**config.mk**
```make
export PLATFORM = sky130hd
export DESIGN_NAME = sha1_message_digest
export DESIGN_NICKNAME = d
export VERILOG_FILES = /design/src/design/sha1md_pkg.sv /design/src/design/sha1md_datapath.sv /design/src/design/sha1md_control.sv /design/src/design/sha1_message_digest.sv
export VERILOG_INCLUDE_DIRS = /design/src /design/src/design
export SDC_FILE = /design/constraint.sdc
export NUM_CORES = 2
export LEC_CHECK = 0
export ABC_AREA = 1
export ABC_CLOCK_PERIOD_IN_PS = 23900
export BUFFER_PORTS_ARGS = -buffer_cell sky130_fd_sc_hd__clkbuf_2
export CAP_MARGIN = 20
export CORE_MARGIN = 10
export CORE_UTILIZATION = 54
export DETAILED_ROUTE_END_ITERATION = 10
export PLACE_DENSITY = 0.68
export SLEW_MARGIN = 20
export SYNTH_ARGS = -nofsm -noshare
export SYNTH_HDL_FRONTEND = slang
export SYNTH_SLANG_ARGS = --single-unit
```
**constraint.sdc**
```tcl
create_clock -name clock -period 23.9 [get_ports clock]
set_input_delay 4.78 -clock clock [delete_from_list [all_inputs] [get_ports clock]]
set_output_delay 4.78 -clock clock [all_outputs]
set_load 0.01 [all_outputs]
```
**src/design/assert_macros.svh**
```systemverilog
// ----------------------------------------------------------------------------
// assert_macros.svh
// Concurrent assertion wrappers; they compile to nothing under synthesis.
// ----------------------------------------------------------------------------
`ifndef ASSERT_MACROS_SVH
`define ASSERT_MACROS_SVH
`ifndef SYNTHESIS
`define CHECK_IMPLIES(label, clk, rst, ante, cons, msg) \
   label: assert property (@(posedge clk) disable iff (rst) (ante) |-> (cons)) \
      else $error(msg);
`define CHECK_NEXT(label, clk, rst, ante, cons, msg) \
   label: assert property (@(posedge clk) disable iff (rst) (ante) |=> (cons)) \
      else $error(msg);
`else
`define CHECK_IMPLIES(label, clk, rst, ante, cons, msg)
`define CHECK_NEXT(label, clk, rst, ante, cons, msg)
`endif
`endif

```
**src/design/sha1md_pkg.sv**
```systemverilog
// ----------------------------------------------------------------------------
// sha1md_pkg
// Types, constants and command/status structs shared by the SHA-1 block.
// ----------------------------------------------------------------------------
`timescale 1ns / 1ps

package sha1md_pkg;

   typedef struct packed {
      logic [7:0] data_byte;
      logic       has_byte;
      logic       last;
   } req_type;

   typedef struct packed {
      logic [31:0] digest_word0;
      logic [31:0] digest_word1;
      logic [31:0] digest_word2;
      logic [31:0] digest_word3;
      logic [31:0] digest_word4;
   } rsp_type;

   localparam logic [0:4][31:0] SHA1_IV = {
      32'h67452301, 32'hEFCDAB89, 32'h98BADCFE, 32'h10325476, 32'hC3D2E1F0
   };

   localparam logic [31:0] K_STAGE0 = 32'h5A827999;
   localparam logic [31:0] K_STAGE1 = 32'h6ED9EBA1;
   localparam logic [31:0] K_STAGE2 = 32'h8F1BBCDC;
   localparam logic [31:0] K_STAGE3 = 32'hCA62C1D6;

   localparam logic [7:0] PAD_MARKER = 8'h80;

   // byte positions inside a 64-byte block
   localparam logic [5:0] POS_LEN_START = 6'd56;
   localparam logic [5:0] POS_LAST      = 6'd63;

   // round sequencing
   localparam logic [6:0] ROUND_SCHED   = 7'd16;
   localparam logic [6:0] ROUND_STAGE1  = 7'd20;
   localparam logic [6:0] ROUND_STAGE2  = 7'd40;
   localparam logic [6:0] ROUND_STAGE3  = 7'd60;
   localparam logic [6:0] ROUND_LAST    = 7'd79;

   // round stage codes
   localparam logic [1:0] STAGE_CH     = 2'd0;
   localparam logic [1:0] STAGE_PAR1   = 2'd1;
   localparam logic [1:0] STAGE_MAJ    = 2'd2;
   localparam logic [1:0] STAGE_PAR2   = 2'd3;

   // byte source select
   localparam logic [1:0] SEL_DATA   = 2'd0;
   localparam logic [1:0] SEL_MARKER = 2'd1;
   localparam logic [1:0] SEL_ZERO   = 2'd2;
   localparam logic [1:0] SEL_LENGTH = 2'd3;

   typedef struct packed {
      logic       put_en;     // shift one byte into the block line
      logic [1:0] put_sel;
      logic       count_len;  // message byte: bump the bit count
      logic       load_work;  // copy chain value into a..e
      logic       round_en;
      logic [1:0] stage;
      logic       sched_new;  // expand a new schedule word
      logic       add_en;     // fold a..e into the chain value
      logic       emit;       // capture digest, restart the message
   } cmd_type;

   typedef struct packed {
      logic [5:0] block_pos;
   } status_type;

   function automatic logic [31:0] round_const(input logic [1:0] stage);
      logic [31:0] k;
      case (stage)
         STAGE_CH:   k = K_STAGE0;
         STAGE_PAR1: k = K_STAGE1;
         STAGE_MAJ:  k = K_STAGE2;
         default:    k = K_STAGE3;
      endcase
      return k;
   endfunction

endpackage

```
**src/design/sha1md_datapath.sv**
```systemverilog
// ----------------------------------------------------------------------------
// sha1md_datapath
// Block shift line, round unit, chain value, bit count and digest register.
// ----------------------------------------------------------------------------
`timescale 1ns / 1ps

module sha1md_datapath
   import sha1md_pkg::*;
(
   input  logic       clock,
   input  logic       reset,
   input  cmd_type    cmd,
   input  logic [7:0] req_byte,
   output status_type status,
   output rsp_type    rsp_data
);

   function automatic logic [31:0] rotl1(input logic [31:0] x);
      return {x[30:0], x[31]};
   endfunction

   function automatic logic [31:0] rotl5(input logic [31:0] x);
      return {x[26:0], x[31:27]};
   endfunction

   function automatic logic [31:0] rotl30(input logic [31:0] x);
      return {x[1:0], x[31:2]};
   endfunction

   // 64-byte line; oldest byte / word sits at the top
   logic [511:0]        block_ff, block_in;
   logic [0:4][31:0]    chain_ff, chain_in;
   logic [0:4][31:0]    work_ff, work_in;
   logic [5:0]          pos_ff, pos_in;
   logic [63:0]         len_ff, len_in;
   rsp_type             rsp_ff, rsp_in;

   logic [7:0]  put_byte;
   logic [63:0] len_shift;
   logic [31:0] w0, w2, w8, w13, sched, f_val, t_val;

   assign len_shift = len_ff >> {~pos_ff[2:0], 3'b000};

   always_comb begin
      case (cmd.put_sel)
         SEL_DATA:   put_byte = req_byte;
         SEL_MARKER: put_byte = PAD_MARKER;
         SEL_LENGTH: put_byte = len_shift[7:0];
         default:    put_byte = 8'h00;
      endcase
   end

   assign w0  = block_ff[511:480];
   assign w2  = block_ff[447:416];
   assign w8  = block_ff[255:224];
   assign w13 = block_ff[95:64];
   assign sched = cmd.sched_new ? rotl1(w13 ^ w8 ^ w2 ^ w0) : w0;

   always_comb begin
      case (cmd.stage)
         STAGE_CH:  f_val = (work_ff[1] & work_ff[2]) | (~work_ff[1] & work_ff[3]);
         STAGE_MAJ: f_val = (work_ff[1] & work_ff[2]) | (work_ff[1] & work_ff[3]) |
                            (work_ff[2] & work_ff[3]);
         default:   f_val = work_ff[1] ^ work_ff[2] ^ work_ff[3];
      endcase
   end

   assign t_val = rotl5(work_ff[0]) + f_val + work_ff[4] + sched + round_const(cmd.stage);

   always_comb begin
      block_in = block_ff;
      pos_in   = pos_ff;
      len_in   = len_ff;
      work_in  = work_ff;
      chain_in = chain_ff;
      rsp_in   = rsp_ff;
      if (cmd.put_en) begin
         block_in = {block_ff[503:0], put_byte};
         pos_in   = pos_ff + 6'd1;
      end
      if (cmd.count_len) begin
         len_in = len_ff + 64'd8;
      end
      if (cmd.round_en) begin
         block_in = {block_ff[479:0], sched};
         work_in  = {t_val, work_ff[0], rotl30(work_ff[1]), work_ff[2], work_ff[3]};
      end
      if (cmd.load_work) begin
         work_in = chain_ff;
      end
      if (cmd.add_en) begin
         for (int i = 0; i < 5; i++) begin
            chain_in[i] = chain_ff[i] + work_ff[i];
         end
      end
      if (cmd.emit) begin
         rsp_in   = {chain_ff[0], chain_ff[1], chain_ff[2], chain_ff[3], chain_ff[4]};
         chain_in = SHA1_IV;
         pos_in   = '0;
         len_in   = '0;
      end
   end

   always_ff @(posedge clock) begin
      if (reset) begin
         chain_ff <= SHA1_IV;
         pos_ff   <= '0;
         len_ff   <= '0;
      end else begin
         chain_ff <= chain_in;
         pos_ff   <= pos_in;
         len_ff   <= len_in;
      end
   end

   always_ff @(posedge clock) begin
      block_ff <= block_in;
      work_ff  <= work_in;
      rsp_ff   <= rsp_in;
   end

   assign status.block_pos = pos_ff;
   assign rsp_data         = rsp_ff;

endmodule

```
**src/design/sha1md_control.sv**
```systemverilog
// ----------------------------------------------------------------------------
// sha1md_control
// Sequencer: byte intake, padding, 80-round schedule, digest handoff.
// ----------------------------------------------------------------------------
`timescale 1ns / 1ps
`include "assert_macros.svh"

module sha1md_control
   import sha1md_pkg::*;
(
   input  logic       clock,
   input  logic       reset,
   input  logic       req_valid,
   output logic       req_ready,
   input  req_type    req_data,
   output logic       rsp_valid,
   input  logic       rsp_ready,
   input  status_type status,
   output cmd_type    cmd
);

   localparam logic [2:0] S_IDLE  = 3'd0;
   localparam logic [2:0] S_PAD   = 3'd1;
   localparam logic [2:0] S_ROUND = 3'd2;
   localparam logic [2:0] S_ADD   = 3'd3;
   localparam logic [2:0] S_EMIT  = 3'd4;

   logic [2:0] state_ff, state_in;
   logic [6:0] round_ff, round_in;
   logic       pad_first_ff, pad_first_in;   // 0x80 not yet placed
   logic       len_phase_ff, len_phase_in;   // writing the length field
   logic       last_ff, last_in;             // padding owed after this block
   logic       final_ff, final_in;           // this block closes the message
   logic       rsp_valid_ff, rsp_valid_in;

   logic [1:0] pad_sel;

   always_comb begin
      if (pad_first_ff) begin
         pad_sel = SEL_MARKER;
      end else if (len_phase_ff || status.block_pos == POS_LEN_START) begin
         pad_sel = SEL_LENGTH;
      end else begin
         pad_sel = SEL_ZERO;
      end
   end

   always_comb begin
      state_in     = state_ff;
      round_in     = round_ff;
      pad_first_in = pad_first_ff;
      len_phase_in = len_phase_ff;
      last_in      = last_ff;
      final_in     = final_ff;
      rsp_valid_in = rsp_valid_ff && !rsp_ready;
      req_ready    = 1'b0;
      cmd          = '0;
      cmd.put_sel  = SEL_DATA;

      case (state_ff)
         S_IDLE: begin
            req_ready = 1'b1;
            if (req_valid) begin
               cmd.put_en    = req_data.has_byte;
               cmd.count_len = req_data.has_byte;
               pad_first_in  = 1'b1;
               len_phase_in  = 1'b0;
               last_in       = req_data.last;
               final_in      = 1'b0;
               if (req_data.has_byte && status.block_pos == POS_LAST) begin
                  cmd.load_work = 1'b1;
                  round_in      = '0;
                  state_in      = S_ROUND;
               end else if (req_data.last) begin
                  state_in = S_PAD;
               end
            end
         end
         S_PAD: begin
            cmd.put_en  = 1'b1;
            cmd.put_sel = pad_sel;
            if (pad_sel == SEL_MARKER) begin
               pad_first_in = 1'b0;
            end
            if (pad_sel == SEL_LENGTH) begin
               len_phase_in = 1'b1;
            end
            if (status.block_pos == POS_LAST) begin
               cmd.load_work = 1'b1;
               round_in      = '0;
               final_in      = (pad_sel == SEL_LENGTH);
               state_in      = S_ROUND;
            end
         end
         S_ROUND: begin
            cmd.round_en  = 1'b1;
            cmd.sched_new = (round_ff >= ROUND_SCHED);
            if (round_ff < ROUND_STAGE1) begin
               cmd.stage = STAGE_CH;
            end else if (round_ff < ROUND_STAGE2) begin
               cmd.stage = STAGE_PAR1;
            end else if (round_ff < ROUND_STAGE3) begin
               cmd.stage = STAGE_MAJ;
            end else begin
               cmd.stage = STAGE_PAR2;
            end
            round_in = round_ff + 7'd1;
            if (round_ff == ROUND_LAST) begin
               state_in = S_ADD;
            end
         end
         S_ADD: begin
            cmd.add_en = 1'b1;
            if (final_ff) begin
               state_in = S_EMIT;
            end else if (last_ff) begin
               state_in = S_PAD;
            end else begin
               state_in = S_IDLE;
            end
         end
         S_EMIT: begin
            if (!rsp_valid_ff || rsp_ready) begin
               cmd.emit     = 1'b1;
               rsp_valid_in = 1'b1;
               last_in      = 1'b0;
               final_in     = 1'b0;
               state_in     = S_IDLE;
            end
         end
         default: begin
            state_in = S_IDLE;
         end
      endcase
   end

   always_ff @(posedge clock) begin
      if (reset) begin
         state_ff     <= S_IDLE;
         round_ff     <= '0;
         pad_first_ff <= 1'b1;
         len_phase_ff <= 1'b0;
         last_ff      <= 1'b0;
         final_ff     <= 1'b0;
         rsp_valid_ff <= 1'b0;
      end else begin
         state_ff     <= state_in;
         round_ff     <= round_in;
         pad_first_ff <= pad_first_in;
         len_phase_ff <= len_phase_in;
         last_ff      <= last_in;
         final_ff     <= final_in;
         rsp_valid_ff <= rsp_valid_in;
      end
   end

   assign rsp_valid = rsp_valid_ff;

   `CHECK_IMPLIES(a_round_range, clock, reset, state_ff == S_ROUND, round_ff <= ROUND_LAST, "round index past last round")
   `CHECK_IMPLIES(a_add_after_rounds, clock, reset, state_ff == S_ADD, $past(state_ff) == S_ROUND && $past(round_ff) == ROUND_LAST, "chain add without full round sequence")
   `CHECK_IMPLIES(a_emit_no_overwrite, clock, reset, cmd.emit, !rsp_valid_ff || rsp_ready, "digest overwritten before taken")
   `CHECK_IMPLIES(a_len_after_marker, clock, reset, len_phase_ff, !pad_first_ff, "length field before pad marker")
   `CHECK_NEXT(a_block_start, clock, reset, cmd.load_work, state_ff == S_ROUND && round_ff == 7'd0, "compression did not start at round zero")

endmodule

```
**src/design/sha1_message_digest.sv**
```systemverilog
// ----------------------------------------------------------------------------
// sha1_message_digest
// SHA-1 hash of a byte stream, one byte per request, digest on the last one.
// ----------------------------------------------------------------------------
// Each request carries at most one message byte; a request with last set
// closes the message (with or without a byte) and yields one 160-bit digest
// on the rsp channel, after which a new message starts. A byte that completes
// a 64-byte block is taken in and starts a compression: 80 rounds through the
// single round unit at one round per cycle, then a fold of the result into the
// chain value; no new request is accepted until that is done. Closing a message
// feeds the padding and length bytes one per cycle (9 to 72 bytes), runs one
// or two compressions, and then loads the digest register once any earlier
// digest has been taken. The digest register lets the next message start
// while a digest waits to be taken.
// ----------------------------------------------------------------------------
`timescale 1ns / 1ps

module sha1_message_digest
   import sha1md_pkg::*;
(
   input  logic    clock,
   input  logic    reset,
   input  logic    req_valid,
   output logic    req_ready,
   input  req_type req_data,
   output logic    rsp_valid,
   input  logic    rsp_ready,
   output rsp_type rsp_data
);

   cmd_type    cmd;
   status_type status;

   sha1md_control u_control (
      .clock     (clock),
      .reset     (reset),
      .req_valid (req_valid),
      .req_ready (req_ready),
      .req_data  (req_data),
      .rsp_valid (rsp_valid),
      .rsp_ready (rsp_ready),
      .status    (status),
      .cmd       (cmd)
   );

   sha1md_datapath u_datapath (
      .clock    (clock),
      .reset    (reset),
      .cmd      (cmd),
      .req_byte (req_data.data_byte),
      .status   (status),
      .rsp_data (rsp_data)
   );

endmodule
```
==> impl_metrics.csv <==
group,metric,value,unit
run,drv_cap,0,
die,core.rowCount,124,
placement,place.port_buffers,175,
synthesis,ys_seq_area_frac,0.482,
pwr,finalPower,4.87,mW
die,core,0.114,mm2
global_routing,grt_first_pass_wirelength,293000,um
synthesis,syn-cell-area,0.0619,mm2
detailed_routing,wirelength,195000,um
detailed_routing,firstDrtPassIters,6,
sta,fin_skew,0.0619,ns
synthesis,synth_edf_count,832,
sta,relSlewSlack,0.204,
cts,cts_made_buffers,116,
cts,htree_levels,3,
synthesis,synth_cells,7600,
sta,fin_ws,16.10,ns
layout,utilization,0.595,
hold_path,hold_end,"u_control.state_ff[2]",
setup_path,crit_family,"buffers and inverters",
hold_path,min_from,"u_control.final_ff",
synthesis,yosys.area.top_type,"edfxtp_1",
setup_path,r2r-end,"u_datapath.work_ff[147]",
cts,cts_post_setup_buffers_inserted,0,
cts,clk_pin_slew,0.07,ns
sta,hold_viol,0,
synthesis,ys_warn_count,0,
sta,max_clock_freq,128,MHz
pwr,leakage,29.7,nW
run_status,status,"complete, no violations",
die,start_util,0.543,
sta,setup_violations,0,
cts,post_cts_resized,0,
pwr,ir_drop,0.0000704,V
placement,dpl.cell_count,9077,
sta,tightest_slew,1.19,ns
setup_path,arrival,8.16,ns
hold_path,hold_class,"reg2reg",
synthesis,ys_top_cells_by_area,"edfxtp_1 40%, nand2_1 18%, dfxtp_1 7.8%",
cts,clock_latency,0.76,ns
synthesis,postSynthAreaPerCell,8.14,um2
setup_path,start_kind,"primary input",
global_routing,grt_pass1_vias,48900,
setup_path,cpPeakStageDelay,0.89,ns
layout,mostFrequentLayoutCells,"2889 x nand2_1, 832 x edfxtp_1, 831 x inv_1, 475 x o21ai_0, 454 x nor2_1",
synthesis,synthArstFlopShare,0,
setup_path,r2r_slack,16.95,ns
synthesis,ys_ff_latch,1074,
cts,cts_sinks,1074,
global_routing,grt_max_degree,240,
setup_path,critPathSlowestCell,"buf_4",
detailed_routing,drc,0,
setup_path,crit_buf_inv,4,
layout,fin_nets,8023,
detailed_routing,wl_per_cell,21.0,um
synthesis,ys.flop_type,"edfxtp_1",
sta,fin_setup_tns,0,ns
synthesis,yosys.area.top_type_share,0.404,
synthesis,yosysUniqueCellTypes,57,
placement,dpl.hpwl,143000,um
setup_path,path_cells,"clkbuf_2, nand3_4, nand2_4, inv_1, nand2_4, buf_4, buf_4",
sta,rsz0062_at_grt,"no",
global_routing,grt_usage,0.296,
global_routing,antenna_found_initial,4,
setup_path,crit_type,"in2reg",
setup_path,required,24.26,ns
pwr,powerDensity,71.8,mW/mm2
placement,pre_cts_ws,15.32,ns
cts,clk_path_buf_depth,3,
layout,drive_above_1_share,0.0607,
detailed_routing,avgViaCountPerCell,5.59,
detailed_routing,drt-initial-drc-count,6079,
global_routing,grt-ovfl-total,0,
sta,maxSlewViolCount,0,
hold_path,holdPathStages,2,
detailed_routing,ant_nets,0,
layout,syn_to_final_growth,9.69,%
setup_path,reg2reg_from,"u_control.state_ff[2]",
cts,root_buffer,"clkbuf_16",
setup_path,worstSetupEndpointType,"flip-flop",
cts,cts_tree,"done",
die,die_area,0.129,mm2
die,dieHeight,359,um
cts,hold_buffers,0,
placement,gp_congestion,1.02,
sta,period_share,0.326,
setup_path,crit_fanout,80,
layout,final_common_cell,"nand2_1",
die,ios,176,
die,die_w,359,um
setup_path,reg2reg_depth,27,
layout,fin_cells,9301,
sta,fin_crit,7.80,ns
synthesis,syn-num-nets,7940,
detailed_routing,via_count,52000,
-- kinds of logic (layout without fill, tap and decap cells) --
kind of cell | count (synthesis) | after routing | share of synthesized area
compound gates | 1052 | 1052 | 0.0901
xor+xnor | 161 | 161 | 0.0228
fa+ha+maj | 326 | 326 | 0.0811
buf+inv | 1085 | 1272 | 0.0690
flops | 1074 | 1074 | 0.482
mux | 12 | 12 | 0.00218
other cells | 0 | 2 | 0
simple gates | 3890 | 3890 | 0.253
-- metal layers --
layer | up-vias | track usage | routed length (um)
met3 | 334 | 0.0489 | 14700
met1 | 24700 | 0.403 | 82500
met4 | 2 | 0.115 | 8440
met2 | 1968 | 0.471 | 89300
met5 | - | 0 | 10
li1 | 24900 | - | -
-- how the worst max path moves through the flow --
stage / from / to / slack, ns / cells past startpoint
after global placement: req_valid / u_datapath.block_ff[330] / 15.43 / 7
after CTS: req_valid / u_datapath.block_ff[473] / 16.14 / 7
after detailed placement: req_valid / u_datapath.block_ff[330] / 15.32 / 7
final: req_valid / u_datapath.block_ff[473] / 16.10 / 7
after floorplan: req_valid / u_datapath.block_ff[0] / 6.84 / 4
after global routing: req_valid / u_datapath.block_ff[489] / 15.83 / 7
-- state kept, by name (all words and copies together) (netlist names), 3 cells and up --
signal and flops:
u_control.round_ff 7, u_control.state_ff 3, u_datapath.block_ff 512, u_datapath.chain_ff 160
u_datapath.len_ff 61, u_datapath.rsp_data 160, u_datapath.status 6, u_datapath.work_ff 160
-- where the power goes --
group | switching [mW] | total (mW) | internal [mW]
registers | 0.0913 | 2.31 | 2.22
clock network | 0.796 | 1.87 | 1.07
logic | 0.474 | 0.698 | 0.223
total | 1.36 | 4.87 | 3.51
-- synthesized netlist by cell type (10+ instances only) --
library cell  instances
o21ai_0             476
mux2_2               12
dfxtp_1             242
edfxtp_1            832
o21bai_1             37
a31oi_1              12
nor3_1               73
nand3b_1             17
or2_2                22
buf_2               129
nand2_1            2891
nand4_1              69
a21oi_1             444
buf_4                10
a21o_1               11
clkbuf_1             97
a22oi_1              30
nor4_1               13
ha_1                201
xnor2_1              58
o211ai_1             13
xor2_1              103
fa_1                125
inv_1               831
nor2_1              456
nand3_1             296
-- worst register-to-register path, delay by kind of cell, from the launching register on --
kind / cells / cell delay (ns)
AO/OA/AOI/OAI: 3 / 0.65
AND/OR/NAND/NOR: 12 / 2.10
flip-flops: 1 / 0.35
buffers and inverters: 7 / 0.79
adder cells (fa/ha/maj): 5 / 2.77
-- stage by stage --
stage	hold WS, ns	cell area, um2
after floorplan	0.434	61900
after global placement	0.452	63900
after detailed placement	0.454	63900
after CTS	0.449	67900
after global routing	0.492	67900
final	0.462	67900
-- cell type report --
cell class                 count  area, um2
inverter                     840       3160
clock buffer                 154       3180
timing repair buffer         210       1180
multi-input combinational   5441      27900
fill                       10400      46100
clock inverter                68        785
antenna                        2       5.00
tap                         1512       1890
sequential                  1074      29800
Power figures use the tool's default switching activity.
